--- config.mk ---
export PLATFORM = sky130hd
export DESIGN_NAME = srt_ctrl_flat
export DESIGN_NICKNAME = d
export VERILOG_FILES = /design/src/rtl/srt_pkg.sv /design/src/rtl/srt_in_if.sv /design/src/rtl/srt_ctrl.sv /design/src/flat_wrapper.sv
export SDC_FILE = /design/constraint.sdc
export NUM_CORES = 1
export LEC_CHECK = 0
export ABC_AREA = 1
export BUFFER_PORTS_ARGS = -buffer_cell sky130_fd_sc_hd__buf_2
export CAP_MARGIN = 15
export CORE_MARGIN = 1.5
export CORE_UTILIZATION = 40
export CTS_CLUSTER_SIZE = 16
export DETAILED_ROUTE_END_ITERATION = 8
export HOLD_SLACK_MARGIN = 0.03
export SKIP_LAST_GASP = 1
export SLEW_MARGIN = 20
export SYNTH_ARGS = -nofsm -noshare
export SYNTH_HDL_FRONTEND = slang
export SYNTH_SLANG_ARGS = --single-unit
export TNS_END_PERCENT = 50
--- constraint.sdc ---
create_clock -name clk -period 9.6 [get_ports clk]
set_clock_uncertainty 0.2 [all_clocks]
set_input_delay 2.4 -clock clk [delete_from_list [all_inputs] [get_ports clk]]
set_output_delay 2.4 -clock clk [all_outputs]
set_load 0.02 [all_outputs]
--- src/rtl/srt_pkg.sv ---
// Shared constants, codes and types of the sealed range table.
`default_nettype none
package srt_pkg;

  // Payload field widths of the two channels
  localparam int ADDR_FIELD_W = 48;
  localparam int FLAGS_W      = 32;
  localparam int STATUS_W     = 2;

  // Configuration port geometry: 64-bit registers at byte address 8*i
  localparam int CFG_DATA_W = 64;
  localparam int CFG_IDX_W  = 1;
  localparam int CFG_ADDR_W = CFG_IDX_W + 3;
  localparam int MAX_UA_W   = 48;

  localparam logic [CFG_IDX_W-1:0] REG_MAX_USER_ADDR = 1'b0;
  localparam logic [MAX_UA_W-1:0]  MAX_USER_ADDR_RST = 48'h8000_0000_0000;

  // Commands
  localparam logic CMD_CHECK = 1'b0;
  localparam logic CMD_SEAL  = 1'b1;

  // Result status codes
  localparam logic [STATUS_W-1:0] ST_OK    = 2'd0;
  localparam logic [STATUS_W-1:0] ST_INVAL = 2'd1;
  localparam logic [STATUS_W-1:0] ST_NOMEM = 2'd2;

  // One result item as it moves from the sequencer to the output stage
  typedef struct packed {
    logic [STATUS_W-1:0] status;
    logic                sealed;
    logic                merged;
  } res_t;

endpackage
`default_nettype wire

--- src/rtl/srt_in_if.sv ---
// Command channel: valid/ready handshake with one command item as payload.
`default_nettype none
interface srt_in_if;
  import srt_pkg::*;

  logic                    valid;
  logic                    ready;
  logic                    command;
  logic [ADDR_FIELD_W-1:0] address;
  logic [ADDR_FIELD_W-1:0] length;
  logic [FLAGS_W-1:0]      seal_flags;
  logic                    all_mapped;

  modport source (
    output valid, command, address, length, seal_flags, all_mapped,
    input  ready
  );
  modport sink (
    input  valid, command, address, length, seal_flags, all_mapped,
    output ready
  );
endinterface
`default_nettype wire

--- src/rtl/srt_ctrl.sv ---
// Command sequencer: range arithmetic, validation and the walk over the interval store.
`default_nettype none
module srt_ctrl #(
  parameter int MAX_RANGES   = 64,
  parameter int PAGE_SHIFT   = 12,
  parameter int ADDRESS_BITS = 48
) (
  input  wire logic                          clk,
  input  wire logic                          rst_n,
  srt_in_if.sink                             in_ch,
  input  wire logic [srt_pkg::MAX_UA_W-1:0]  max_user_addr,
  output logic                               res_valid,
  output srt_pkg::res_t                      res,
  input  wire logic                          res_ready,
  output logic                               mem_rd_en,
  output logic [$clog2(MAX_RANGES)-1:0]      mem_rd_idx,
  input  wire logic [ADDRESS_BITS-1:0]       mem_rd_start,
  input  wire logic [ADDRESS_BITS-1:0]       mem_rd_end,
  output logic                               mem_wr_en,
  output logic [$clog2(MAX_RANGES)-1:0]      mem_wr_idx,
  output logic [ADDRESS_BITS-1:0]            mem_wr_start,
  output logic [ADDRESS_BITS-1:0]            mem_wr_end
);
  import srt_pkg::*;

  localparam int AW   = ADDRESS_BITS;
  localparam int IW   = $clog2(MAX_RANGES);
  localparam int CNTW = $clog2(MAX_RANGES + 1);
  localparam int FW   = (AW < ADDR_FIELD_W) ? AW : ADDR_FIELD_W;
  localparam int CW   = (AW > MAX_UA_W) ? AW : MAX_UA_W;
  localparam logic [AW-1:0]   PMASK    = AW'((65'd1 << PAGE_SHIFT) - 65'd1);
  localparam logic [CNTW-1:0] CNT_FULL = CNTW'(MAX_RANGES);

  typedef enum logic [2:0] {
    S_IDLE, S_CALC, S_VALID, S_SCAN, S_DONE
  } state_t;

  state_t          state_r, state_nxt;
  logic            cmd_r, cmd_nxt;
  logic [AW-1:0]   addr_r, addr_nxt;
  logic [AW-1:0]   len_r, len_nxt;
  logic [AW-1:0]   end_r, end_nxt;
  logic            flags_nz_r, flags_nz_nxt;
  logic            mapped_r, mapped_nxt;
  logic            inval_r, inval_nxt;
  logic [CNTW-1:0] count_r, count_nxt;
  logic [CNTW-1:0] rd_cnt_r, rd_cnt_nxt;
  logic            cmp_vld_r, cmp_vld_nxt;
  logic [IW-1:0]   cmp_idx_r, cmp_idx_nxt;
  res_t            res_r, res_nxt;

  logic [AW:0]     sum_a;
  logic [AW:0]     sum_b;
  logic            hit;
  logic            seal_bad;

  // Range arithmetic shared by the calc and validate steps
  assign sum_a = {1'b0, addr_r} + {1'b0, len_r};
  assign sum_b = {1'b0, len_r} + {1'b0, PMASK};

  assign seal_bad = flags_nz_r || inval_r || (addr_r[PAGE_SHIFT-1:0] != '0) || sum_a[AW] ||
                    (CW'(sum_a[AW-1:0]) > CW'(max_user_addr));

  // Overlap test for checks, touch-or-overlap test for seals
  always_comb begin
    hit = 1'b0;
    if (cmp_vld_r) begin
      if (cmd_r == CMD_SEAL) begin
        hit = (mem_rd_start <= end_r) && (addr_r <= mem_rd_end);
      end else begin
        hit = (mem_rd_start < end_r) && (addr_r < mem_rd_end);
      end
    end
  end

  // Next state and datapath
  always_comb begin
    state_nxt    = state_r;
    cmd_nxt      = cmd_r;
    addr_nxt     = addr_r;
    len_nxt      = len_r;
    end_nxt      = end_r;
    flags_nz_nxt = flags_nz_r;
    mapped_nxt   = mapped_r;
    inval_nxt    = inval_r;
    count_nxt    = count_r;
    rd_cnt_nxt   = rd_cnt_r;
    cmp_vld_nxt  = 1'b0;
    cmp_idx_nxt  = cmp_idx_r;
    res_nxt      = res_r;
    mem_rd_en    = 1'b0;
    mem_rd_idx   = rd_cnt_r[IW-1:0];
    mem_wr_en    = 1'b0;
    mem_wr_idx   = cmp_idx_r;
    mem_wr_start = addr_r;
    mem_wr_end   = end_r;

    case (state_r)
      S_IDLE: begin
        // Capture a command transfer
        if (in_ch.valid) begin
          cmd_nxt      = in_ch.command;
          addr_nxt     = AW'(in_ch.address[FW-1:0]);
          len_nxt      = AW'(in_ch.length[FW-1:0]);
          flags_nz_nxt = (in_ch.seal_flags != '0);
          mapped_nxt   = in_ch.all_mapped;
          state_nxt    = S_CALC;
        end
      end
      S_CALC: begin
        rd_cnt_nxt = '0;
        if (cmd_r == CMD_SEAL) begin
          // Round the length up to whole pages
          inval_nxt = sum_b[AW];
          len_nxt   = sum_b[AW-1:0] & ~PMASK;
          state_nxt = S_VALID;
        end else begin
          // Saturate the check end on overflow
          end_nxt   = sum_a[AW] ? '1 : sum_a[AW-1:0];
          state_nxt = S_SCAN;
        end
      end
      S_VALID: begin
        res_nxt = '{status: ST_OK, sealed: 1'b0, merged: 1'b0};
        end_nxt = sum_a[AW-1:0];
        if (seal_bad) begin
          res_nxt.status = ST_INVAL;
          state_nxt      = S_DONE;
        end else if (len_r == '0) begin
          state_nxt = S_DONE;
        end else if (!mapped_r) begin
          res_nxt.status = ST_NOMEM;
          state_nxt      = S_DONE;
        end else begin
          state_nxt = S_SCAN;
        end
      end
      S_SCAN: begin
        res_nxt = '{status: ST_OK, sealed: 1'b0, merged: 1'b0};
        // Issue the next read unless this cycle already found a match
        if (!hit && (rd_cnt_r < count_r)) begin
          mem_rd_en   = 1'b1;
          cmp_vld_nxt = 1'b1;
          cmp_idx_nxt = rd_cnt_r[IW-1:0];
          rd_cnt_nxt  = rd_cnt_r + CNTW'(1);
        end
        if (hit) begin
          if (cmd_r == CMD_SEAL) begin
            // Widen the matching interval
            mem_wr_en      = 1'b1;
            mem_wr_start   = (addr_r < mem_rd_start) ? addr_r : mem_rd_start;
            mem_wr_end     = (end_r > mem_rd_end) ? end_r : mem_rd_end;
            res_nxt.merged = 1'b1;
          end else begin
            res_nxt.sealed = 1'b1;
          end
          state_nxt = S_DONE;
        end else if (!cmp_vld_r && (rd_cnt_r == count_r)) begin
          // Walk finished without a match
          if (cmd_r == CMD_SEAL) begin
            if (count_r == CNT_FULL) begin
              res_nxt.status = ST_NOMEM;
            end else begin
              mem_wr_en  = 1'b1;
              mem_wr_idx = count_r[IW-1:0];
              count_nxt  = count_r + CNTW'(1);
            end
          end
          state_nxt = S_DONE;
        end
      end
      S_DONE: begin
        // Hold the result until the output stage takes it
        if (res_ready) begin
          state_nxt = S_IDLE;
        end
      end
      default: begin
        state_nxt = S_IDLE;
      end
    endcase
  end

  // State and registered outputs
  always_ff @(posedge clk) begin
    if (!rst_n) begin
      state_r   <= S_IDLE;
      count_r   <= '0;
      cmp_vld_r <= 1'b0;
    end else begin
      state_r   <= state_nxt;
      count_r   <= count_nxt;
      cmp_vld_r <= cmp_vld_nxt;
    end
    cmd_r      <= cmd_nxt;
    addr_r     <= addr_nxt;
    len_r      <= len_nxt;
    end_r      <= end_nxt;
    flags_nz_r <= flags_nz_nxt;
    mapped_r   <= mapped_nxt;
    inval_r    <= inval_nxt;
    rd_cnt_r   <= rd_cnt_nxt;
    cmp_idx_r  <= cmp_idx_nxt;
    res_r      <= res_nxt;
  end

  assign in_ch.ready = (state_r == S_IDLE);
  assign res_valid   = (state_r == S_DONE);
  assign res         = res_r;

endmodule
`default_nettype wire

--- src/flat_wrapper.sv ---
// flat-port wrapper written by rule: the top's interface ports become plain ports
module srt_ctrl_flat import srt_pkg::*;
#(
  parameter int MAX_RANGES   = 64,
  parameter int PAGE_SHIFT   = 12,
  parameter int ADDRESS_BITS = 48
)
  (clk, rst_n, max_user_addr, res_valid, res, res_ready, mem_rd_en, mem_rd_idx, mem_rd_start, mem_rd_end, mem_wr_en, mem_wr_idx, mem_wr_start, mem_wr_end, in_ch_valid, in_ch_command, in_ch_address, in_ch_length, in_ch_seal_flags, in_ch_all_mapped, in_ch_ready);
  srt_in_if in_ch_i ();
  input  wire logic clk;
  input  wire logic rst_n;
  input  wire logic [srt_pkg::MAX_UA_W-1:0] max_user_addr;
  output logic res_valid;
  output srt_pkg::res_t res;
  input  wire logic res_ready;
  output logic mem_rd_en;
  output logic [$clog2(MAX_RANGES)-1:0] mem_rd_idx;
  input  wire logic [ADDRESS_BITS-1:0] mem_rd_start;
  input  wire logic [ADDRESS_BITS-1:0] mem_rd_end;
  output logic mem_wr_en;
  output logic [$clog2(MAX_RANGES)-1:0] mem_wr_idx;
  output logic [ADDRESS_BITS-1:0] mem_wr_start;
  output logic [ADDRESS_BITS-1:0] mem_wr_end;
  input wire logic [$bits(in_ch_i.valid)-1:0] in_ch_valid;
  input wire logic [$bits(in_ch_i.command)-1:0] in_ch_command;
  input wire logic [$bits(in_ch_i.address)-1:0] in_ch_address;
  input wire logic [$bits(in_ch_i.length)-1:0] in_ch_length;
  input wire logic [$bits(in_ch_i.seal_flags)-1:0] in_ch_seal_flags;
  input wire logic [$bits(in_ch_i.all_mapped)-1:0] in_ch_all_mapped;
  output wire logic [$bits(in_ch_i.ready)-1:0] in_ch_ready;
  assign in_ch_i.valid = in_ch_valid;
  assign in_ch_i.command = in_ch_command;
  assign in_ch_i.address = in_ch_address;
  assign in_ch_i.length = in_ch_length;
  assign in_ch_i.seal_flags = in_ch_seal_flags;
  assign in_ch_i.all_mapped = in_ch_all_mapped;
  assign in_ch_ready = in_ch_i.ready;
  srt_ctrl #(.MAX_RANGES(MAX_RANGES), .PAGE_SHIFT(PAGE_SHIFT), .ADDRESS_BITS(ADDRESS_BITS)) u_core (.clk(clk), .rst_n(rst_n), .in_ch(in_ch_i), .max_user_addr(max_user_addr), .res_valid(res_valid), .res(res), .res_ready(res_ready), .mem_rd_en(mem_rd_en), .mem_rd_idx(mem_rd_idx), .mem_rd_start(mem_rd_start), .mem_rd_end(mem_rd_end), .mem_wr_en(mem_wr_en), .mem_wr_idx(mem_wr_idx), .mem_wr_start(mem_wr_start), .mem_wr_end(mem_wr_end));
endmodule
# Word level (Yosys, flattened, before mapping)
# Cells that the tools add are included.
# W data, S select, Z words.
# classes
addsub	4
mul	0
n_div	0
n_lt_le_gt_ge	8
n_eq_ne	12
n_shift	0
muxes	50
bitwise_logic	2
n_reduce_logical	26
# op_table
cell	count
$mux W48	12
$pmux W48 S2	2
$lt A48 B48 Y1	3
$gt A48 B48 Y1	2
$le A48 B48 Y1	2
$add A48 B12 Y49 const B	1
$add A48 B48 Y49	1
$logic_not A48 Y1	1
$reduce_bool A32 Y1	1
$mux W6	5
$mux W3	7
$mux W2	8
$pmux W3 S5	1
$add A7 B1 Y7 const B	2
$pmux W7 S2	1
$mux W1	12
$reduce_bool A12 Y1	1
$reduce_and A2 Y1	5
$pmux W4 S2	1
$reduce_bool A2 Y1	4
$eq A7 B7 Y1	1
$eq A7 B7 Y1 const B	1
$lt A7 B7 Y1	1
$mux W7	1
other kinds (13)	26
# totals
ff_bits	176
latch_bits	0
ram_bits	0
mem_bits_ro	0
input_bits	278
output_inout_bits	116
elab_cells	117
memories	0

# Depth between registers and ports, before layout
# Gate-level depths: netlist of the first run.
# logic_depth
depth_word	8
ltp_mapped	32
ltp_nobuf	32

# Worst setup path after synthesis of the first run
# OpenSTA, ideal clock, no wires.
# synth_path
path_type	input to output
start	input port mem_rd_end[47]
end	output port mem_wr_end[27]
arrival_ns	4.284
slack_ns	2.716
path_stages	17
n_path_buf	2
cell_sequence	inv_1 ha_1 nand2_1 nor2_1 nand2_1 nor2_1 inv_1 nor2_1 nand4_1 nand2_1 nand3_4 nor2_8 nand3_2 buf_2 buf_6 nand2_1 nand2_1
# synth_between
elab_chain_cells	6
word_cells_on_any_way	11
cone_classes	order compare: 3; mux: 6; reduce/logical: 2
# synth_lines
item	line	text
start: declaration	flat_wrapper.sv:19	input wire logic [ADDRESS_BITS-1:0] mem_rd_end;
$lt A48 B48 Y1 or $le A48 B48 Y1 (tied branches)	srt_ctrl.sv:71, srt_ctrl.sv:69	
$logic_and A1 B1 Y1 (on tied branches)	srt_ctrl.sv:71, srt_ctrl.sv:69	
$mux W1	srt_ctrl.sv:68	if (cmd_r == CMD_SEAL) begin
$mux W1	srt_ctrl.sv:67	if (cmp_vld_r) begin
$mux W48 *	srt_ctrl.sv:147	if (hit) begin
$mux W48 *	srt_ctrl.sv:98	case (state_r)
end: declaration	flat_wrapper.sv:23	output logic [ADDRESS_BITS-1:0] mem_wr_end;
# Every way passes the cells marked *; elsewhere a longest branch is shown, timed or not.

# Worst setup path in the final report of the first run
# layout_path
start	input port mem_rd_end[39]
end	output port mem_wr_start[39]
# layout_between
elab_chain_cells	6
word_cells_on_any_way	8
cone_classes	order compare: 2; mux: 4; reduce/logical: 2
# layout_lines
item	line	text
$lt A48 B48 Y1 or $le A48 B48 Y1 (tied branches)	srt_ctrl.sv:71, srt_ctrl.sv:69	
$logic_and A1 B1 Y1 (on tied branches)	srt_ctrl.sv:71, srt_ctrl.sv:69	
$mux W1 *	srt_ctrl.sv:68	
$mux W1 *	srt_ctrl.sv:67	
$mux W48 *	srt_ctrl.sv:147	
$mux W48 *	srt_ctrl.sv:98	
end: declaration	flat_wrapper.sv:22	output logic [ADDRESS_BITS-1:0] mem_wr_start;
# Marks and branches as above.

==> results of run 1 <==
[metrics by stage]
step / util [%] / power, mW
detailed placement: 46.0 / 6.27
floorplan: - / 4.73
CTS: 47.3 / 7.04
global route: 47.3 / 7.70
finish: 47.3 / 7.07
global placement: 46.0 / 6.18
[cells in the mapped netlist (6+ instances only)]
master / count / area share [%]
sky130_fd_sc_hd__nor2_1: 193 / 3.8
sky130_fd_sc_hd__inv_1: 425 / 8.5
sky130_fd_sc_hd__nand2_1: 711 / 14
sky130_fd_sc_hd__o21a_1: 13 / 0.52
sky130_fd_sc_hd__a31oi_1: 12 / 0.40
sky130_fd_sc_hd__xor2_1: 39 / 1.8
sky130_fd_sc_hd__o21bai_1: 13 / 0.52
sky130_fd_sc_hd__nor4_1: 31 / 1.0
sky130_fd_sc_hd__buf_2: 12 / 0.32
sky130_fd_sc_hd__buf_1: 7 / 0.14
sky130_fd_sc_hd__nor3_1: 42 / 1.1
sky130_fd_sc_hd__buf_4: 10 / 0.40
sky130_fd_sc_hd__nand3_1: 97 / 2.6
sky130_fd_sc_hd__or2_2: 36 / 1.2
sky130_fd_sc_hd__xnor2_1: 18 / 0.84
sky130_fd_sc_hd__ha_1: 297 / 20
sky130_fd_sc_hd__a21o_1: 12 / 0.48
sky130_fd_sc_hd__o21ai_0: 96 / 2.6
sky130_fd_sc_hd__nand4_1: 143 / 4.8
sky130_fd_sc_hd__clkbuf_1: 28 / 0.56
sky130_fd_sc_hd__edfxtp_1: 165 / 26
sky130_fd_sc_hd__o31ai_1: 6 / 0.24
sky130_fd_sc_hd__a21oi_1: 191 / 5.1
sky130_fd_sc_hd__dfxtp_1: 11 / 1.2
[registers in the layout (all words and copies together) (netlist names)]
name	count
u_core.addr_r	48
u_core.cmd_r	1
u_core.cmp_idx_r	6
u_core.cmp_vld_r	1
u_core.count_r	7
u_core.end_r	48
u_core.flags_nz_r	1
u_core.inval_r	1
u_core.len_r	48
u_core.mapped_r	1
u_core.rd_cnt_r	7
u_core.res	4
u_core.state_r	3
[worst reg2reg max path: stages (launching register included)]
cell and delay [ns]:
sky130_fd_sc_hd__edfxtp_1 0.53, sky130_fd_sc_hd__ha_1 0.26, sky130_fd_sc_hd__inv_1 0.09, sky130_fd_sc_hd__fa_1 0.40, sky130_fd_sc_hd__inv_1 0.07, sky130_fd_sc_hd__nand2_1 0.04, sky130_fd_sc_hd__o21ai_0 0.34, sky130_fd_sc_hd__nand2_1 0.10
sky130_fd_sc_hd__nand2_1 0.14, sky130_fd_sc_hd__nand2_1 0.07, sky130_fd_sc_hd__nand2_1 0.25, sky130_fd_sc_hd__a31oi_1 0.23, sky130_fd_sc_hd__o21bai_1 0.28, sky130_fd_sc_hd__or2_2 0.17, sky130_fd_sc_hd__nand2_1 0.06, sky130_fd_sc_hd__ha_1 0.27
sky130_fd_sc_hd__nand2_1 0.04, sky130_fd_sc_hd__nor2_1 0.07, sky130_fd_sc_hd__and2_1 0.21, sky130_fd_sc_hd__nand4_1 0.30, sky130_fd_sc_hd__inv_1 0.16, sky130_fd_sc_hd__nand2_1 0.07, sky130_fd_sc_hd__nand2_1 0.18, sky130_fd_sc_hd__nand2_1 0.08
sky130_fd_sc_hd__o31ai_1 0.29
[cells by family (layout without fill, tap and decap cells)]
group	Yosys count	in the layout	share of synthesized area, %
flip-flops	176	176	27.5
XOR/XNOR	57	57	2.65
other	0	1	0
buffers and inverters	488	865	10.2
AND/OR/NAND/NOR	1273	1273	29.6
adder cells (fa/ha/maj)	298	298	19.8
AO/OA/AOI/OAI	353	353	10.2
[layout by cell type, fill, tap and decap left out, drive strengths merged, types with 3 or more instances in the layout]
| cell type | n |
|---|---|
| xnor2 | 18 |
| clkbuf | 17 |
| a21oi | 191 |
| nor3 | 42 |
| ha | 297 |
| nand3b | 4 |
| a21o | 12 |
| edfxtp | 165 |
| nor2 | 195 |
| dfxtp | 11 |
| o21ai | 96 |
| inv | 433 |
| xor2 | 39 |
| or2 | 36 |
| or3 | 3 |
| nand2 | 712 |
| nand3 | 100 |
| nor4 | 31 |
| o21bai | 13 |
| o21a | 13 |
| buf | 406 |
| nand4 | 143 |
| o31ai | 6 |
| a31oi | 12 |
| clkinv | 5 |
[report_power, final]
group          total, mW  switching [mW]  leakage [nW]  internal, mW
combinational       4.50            2.95          9.54          1.56
sequential          1.81           0.487          1.63          1.33
clock              0.752           0.355         0.299         0.396
[layout make-up]
type | instances | area share [%]
multi-input cells | 1981 | 53.5
clock inverters | 15 | 0.899
diodes | 1 | 0.0114
inverters | 427 | 7.29
well taps | 607 | 3.45
flip-flops and latches | 176 | 23.5
clock buffers | 17 | 1.93
repair buffers | 406 | 9.39
[final timing paths]
path                      from                end  slack [ns]  depth (start not counted)
min          u_core.count_r[0]  u_core.count_r[0]        0.31                          2
max             mem_rd_end[39]   mem_wr_start[39]        1.26                         17
min reg2reg  u_core.count_r[0]  u_core.count_r[0]        0.31                          2
max reg2reg   u_core.addr_r[0]      u_core.res[3]        4.54                         24
[metal layers]
layer	GRT usage (%)	up-vias
met5	0	-
met4	8.62	0
met3	3.26	76
met2	47.4	660
met1	39.6	9100
li1	-	9596
==> flow_metrics.env, run 1 <==
export IMPL_routed_via_density=5.35
export IMPL_total_leakage_power_nw=11.5
export IMPL_timing_max_slew_rel_slack_pct=34.8
export IMPL_cts_resized=0
export IMPL_cpLargestDelayFamily="simple AND/OR/NAND/NOR gates"
export IMPL_power_per_cell_area_mw_per_mm2=321
export IMPL_ys_dominant_reg_cell="sky130_fd_sc_hd__edfxtp_1"
export IMPL_peakVddDrop_mv=0.167
export IMPL_synth_edf_count=165
export IMPL_initial_util_pct=40.5
export IMPL_critical_path_max_stage_delay_ns=0.63
export IMPL_worst_ep_arrival_time_ns=5.74
export IMPL_number_of_global_route_vias_before_repair=18500
export IMPL_fmax_ghz=0.120
export IMPL_boundaryPins=394
export IMPL_dieArea_sq_mm=0.0484
export IMPL_multi_input_area_sq_mm=0.0118
export IMPL_number_of_filler_instances_in_the_final_layout=4826
export IMPL_outcome="finished, final reports clean"
export IMPL_timing_critical_path_to_type="output port"
export IMPL_drv_max_cap_violation_count=0
export IMPL_grt_setup_unrepaired="no"
export IMPL_layout_drive_gt1_share_pct=16.2
export IMPL_sequential_cell_area_sq_mm=0.00517
export IMPL_post_route_period_util_pct=86.9
export IMPL_yosysWarnings=0
export IMPL_dr_wl_met3_mm=4.09
export IMPL_drt_wl_total_mm=70.3
export IMPL_port_buffers=393
export IMPL_grt_remaining_overflow=0
export IMPL_netlist_area_sq_mm=0.0188
export IMPL_place_gp_congestion=0.974
export IMPL_fin_cells=3630
export IMPL_async_sr_flop_fraction_pct=0
export IMPL_clock_latency_ns=0.49
export IMPL_synth_seq_area_share_pct=27.5
export IMPL_crit_type="in -> out"
export IMPL_synth_nets=3221
export IMPL_postPlaceCellArea_sq_mm=0.0214
export IMPL_clock_tree_from_tritoncts="yes"
export IMPL_cts_htree_levels=4
export IMPL_dieWidth_um=220
export IMPL_postSynthAreaPerCell_sq_um=7.12
export IMPL_met1Wirelength_mm=32.3
export IMPL_cts_hold_buf=0
export IMPL_die_height_um=220
export IMPL_min_path_type="reg -> reg"
export IMPL_ys_types=46
export IMPL_hold_worst_slack_ns=0.309
export IMPL_timing_critical_path_cells="buf_2 > inv_1 > ha_1 > nand2_1 > nor2_1 > nand3b_1 > nor2_1 > inv_1 > nor2_1 > nand4_1 > nand2_1 > nand3_4 > nor2_8 > buf_4 > nand4_1 > nand2_1 > buf_2"
export IMPL_firstDrtPassIters=5
export IMPL_period_minus_slack_ns=8.34
export IMPL_drtIter0Drc=1439
export IMPL_setup_viol_count_final=0
export IMPL_via_count=19400
export IMPL_top_layer_used="met4"
export IMPL_fp_row_count=79
export IMPL_setup_tns_ns=0
export IMPL_crit_slowest_cell="sky130_fd_sc_hd__buf_4"
export IMPL_cts_repair_timing_setup_buffer_count=0
export IMPL_area_growth_syn_to_layout_pct=16.9
export IMPL_final_cell_area_sq_mm=0.0220
export IMPL_clockRootBuffer="sky130_fd_sc_hd__clkbuf_16"
export IMPL_worst_path_max_fanout=74
export IMPL_floorplan_core_area_sq_mm=0.0465
export IMPL_drt_wirelength_per_cell_um=19.4
export IMPL_cp_buffers_inverters=5
export IMPL_worstMarginPinSlew_ns=0.978
export IMPL_cp_required_ns=7.00
export IMPL_max_clock_path_buffers=2
export IMPL_grt_antenna_before_repair=1
export IMPL_grt_use_total_pct=28.9
export IMPL_syn_inst=2645
export IMPL_final_antenna_net_count=0
export IMPL_clock_sink_count=176
export IMPL_setup_ws_ns=1.26
export IMPL_place_hpwl_mm=58.9
export IMPL_yosys_register_bits=176
export IMPL_timing_hold_violations_final=0
export IMPL_route_detailed_drc=0
export IMPL_grt_pass1_wl_mm=105
export IMPL_grt_start_max_net_pins=81
export IMPL_final_net_count=3585
export IMPL_slew_viol_final=0
export IMPL_place_detailed_instances=3597
export IMPL_met2WireLength_mm=32.4
export IMPL_worstSetupStartpointType="input pin"
export IMPL_clock_pin_slew_of_the_registers_on_the_worst_case_setup_and_hold_paths_ns=0.07
export IMPL_detailedPlace_worstSlack_ns=1.25
export IMPL_clock_buffers_created_by_tritoncts=17
No activity file was read; power rests on OpenSTA's default activity.
==> inputs of run 2 (changes only) <==
--- a/config.mk
+++ b/config.mk
@@ -9,10 +9,11 @@
 export BUFFER_PORTS_ARGS = -buffer_cell sky130_fd_sc_hd__buf_2
 export CAP_MARGIN = 15
 export CORE_MARGIN = 1.5
-export CORE_UTILIZATION = 40
+export CORE_UTILIZATION = 62
 export CTS_CLUSTER_SIZE = 16
 export DETAILED_ROUTE_END_ITERATION = 8
 export HOLD_SLACK_MARGIN = 0.03
+export PLACE_DENSITY = 0.89
 export SKIP_LAST_GASP = 1
 export SLEW_MARGIN = 20
 export SYNTH_ARGS = -nofsm -noshare
==> run 2 against run 1 <==
Critical path type unchanged. Design area is 1.3% lower. Combinational power grew 2%. First-iteration DRC count up 74%. Die area decreased by 35%. Maximum frequency down 4.7%. Flip-flop and latch count unchanged. Sequential share of layout area increased by 0.31 points. Sequential power about the same. Via count rose by 6.2%. Utilization increased by 26 points.
==> flow_metrics.env, run 2 (synthesis gave the netlist of run 1 again) <==
export IMPL_regToRegSetupSlack_ns=4.32
export IMPL_number_of_global_route_vias_before_repair=19400
export IMPL_initial_util_pct=63.2
export IMPL_port_buffers=393
export IMPL_clock_pin_slew_of_the_registers_on_the_worst_case_setup_and_hold_paths_ns=0.08
export IMPL_drtIter0Drc=2500
export IMPL_period_minus_slack_ns=8.75
export IMPL_fp_row_count=63
export IMPL_clock_tree_from_tritoncts="yes"
export IMPL_layout_drive_gt1_share_pct=16.1
export IMPL_totalPowerFinal_mw=7.17
export IMPL_max_clock_path_buffers=2
export IMPL_route_detailed_drc=0
export IMPL_worst_ep_arrival_time_ns=6.15
export IMPL_setup_viol_count_final=0
export IMPL_peakVddDrop_mv=0.286
export IMPL_post_route_period_util_pct=91.2
export IMPL_via_count=20600
export IMPL_final_antenna_net_count=0
export IMPL_cts_hold_buf=0
export IMPL_min_path_type="reg -> reg"
export IMPL_timing_max_slew_rel_slack_pct=30.0
export IMPL_area_growth_syn_to_layout_pct=15.3
export IMPL_total_leakage_power_nw=11.5
export IMPL_clock_buffers_created_by_tritoncts=17
export IMPL_clockRootBuffer="sky130_fd_sc_hd__clkbuf_16"
export IMPL_layout_core_utilization_pct=72.9
export IMPL_crit_type="in -> out"
export IMPL_largest_registers="u_core.addr_r x48, u_core.end_r x48, u_core.len_r x48"
export IMPL_postPlaceCellArea_sq_mm=0.0211
export IMPL_r2r_depth=20
export IMPL_cts_htree_levels=4
export IMPL_cts_repair_timing_setup_buffer_count=0
export IMPL_die_height_um=177
export IMPL_drt_wirelength_per_cell_um=20.0
export IMPL_grt_start_max_net_pins=79
export IMPL_cts_resized=0
export IMPL_outcome="finished, final reports clean"
export IMPL_grt_remaining_overflow=0
export IMPL_timing_critical_path_cells="buf_2 > inv_1 > ha_1 > nand2_1 > nor2_1 > nand3b_1 > nor2_1 > inv_1 > nor2_1 > nand4_1 > nand2_1 > nand3_4 > nor2_8 > buf_4 > nand4_1 > nand2_1 > buf_2"
export IMPL_drv_max_cap_violation_count=0
export IMPL_timing_critical_path_to_type="output port"
export IMPL_power_per_cell_area_mw_per_mm2=330
export IMPL_min_from="u_core.count_r[6]"
export IMPL_boundaryPins=394
export IMPL_final_common_cell="sky130_fd_sc_hd__nand2_1"
export IMPL_critical_path_max_stage_delay_ns=0.65
export IMPL_firstDrtPassIters=6
export IMPL_r2r_start="u_core.addr_r[9]"
export IMPL_grt_antenna_before_repair=6
export IMPL_worstReg2RegEnd="u_core.state_r[2]"
export IMPL_layout_common_cells="sky130_fd_sc_hd__nand2_1, sky130_fd_sc_hd__inv_1, sky130_fd_sc_hd__buf_2"
export IMPL_setup_tns_ns=0
export IMPL_hold_path_depth=2
export IMPL_worstSetupStartpointType="input pin"
export IMPL_final_net_count=3582
export IMPL_crit_slowest_cell="sky130_fd_sc_hd__buf_4"
export IMPL_dieWidth_um=177
export IMPL_floorplan_core_area_sq_mm=0.0298
export IMPL_dieArea_sq_mm=0.0314
export IMPL_cp_required_ns=7.00
export IMPL_drt_wl_total_mm=68.4
export IMPL_worst_hold_path_endpoint="u_core.count_r[6]"
export IMPL_worstMarginPinSlew_ns=1.05
export IMPL_clock_latency_ns=0.47
export IMPL_final_cell_area_sq_mm=0.0217
export IMPL_clock_sink_count=176
export IMPL_grt_pass1_wl_mm=102
export IMPL_hold_worst_slack_ns=0.315
export IMPL_worst_path_max_fanout=78
export IMPL_number_of_filler_instances_in_the_final_layout=2350
export IMPL_routed_via_density=6.04
export IMPL_place_gp_congestion=1.06
export IMPL_grt_setup_unrepaired="no"
export IMPL_slew_viol_final=0
export IMPL_place_hpwl_mm=55.3
export IMPL_timing_hold_violations_final=0
export IMPL_grt_use_total_pct=43.0
export IMPL_fmax_ghz=0.114
run 2: cell count changes in the layout (fill, tap and decap cells not counted), sizes merged:
| cell | change |
|---|---|
| diode | +6 |
| clkbuf | +4 |
| buf | -3 |
| clkinv | -3 |
| inv | +3 |
| bufinv | -2 |
| clkinvlp | -2 |
run 2: cell type report:
cell class	count	area (sq um)	share of cell area [%]
tap	390	488	2.25
antenna	7	17.5	0.0807
clock inverter	11	100	0.461
inverter	427	1600	7.38
multi-input combinational	1981	11800	54.2
clock buffer	21	514	2.37
timing repair buffer	403	2040	9.41
sequential	176	5170	23.8
run 2: routing by layer:
layer  vias up  global-route usage [%]  share of wire (%)
li1       9625                       -                  -
met1      9358                    53.6                 38
met2      1368                    67.9                 44
met3       285                    10.1                 12
met4         0                    25.3                6.2
met5         -                       0                  0
run 2: how the worst max path moves through the flow:
stage / end / startpoint / cells after the start / slack [ns]
6_report: mem_wr_end[23] / mem_rd_end[39] / 17 / 0.85
5_1_grt: mem_wr_end[23] / mem_rd_end[39] / 17 / 0.71
4_1_cts: mem_wr_end[33] / mem_rd_start[38] / 16 / 1.10
3_5_place_dp: mem_wr_end[33] / mem_rd_end[39] / 17 / 1.15
3_3_place_gp: mem_wr_end[33] / mem_rd_end[39] / 17 / 1.20
2_1_floorplan: mem_wr_end[27] / mem_rd_end[47] / 17 / 2.72
run 2: report_power, final:
part / total (mW) / switching (mW) / internal, mW
Combinational: 4.61 / 3.05 / 1.57
Clock: 0.746 / 0.350 / 0.396
Sequential: 1.81 / 0.478 / 1.33
Total: 7.17 / 3.88 / 3.29
run 2: through the flow:
stage	setup WS [ns]	instances
5_1_grt	0.710	3415
3_3_place_gp	1.20	3377
2_1_floorplan	2.72	2645
3_5_place_dp	1.15	3377
6_report	0.850	3416
4_1_cts	1.10	3409
run 2: worst max-delay path, delay by kind of cell:
| kind | cells | cell delay (ns) |
|---|---|---|
| AND/OR/NAND/NOR | 11 | 2.32 |
| adder cells (fa/ha/maj) | 1 | 0.28 |
| buffers and inverters | 5 | 1.04 |
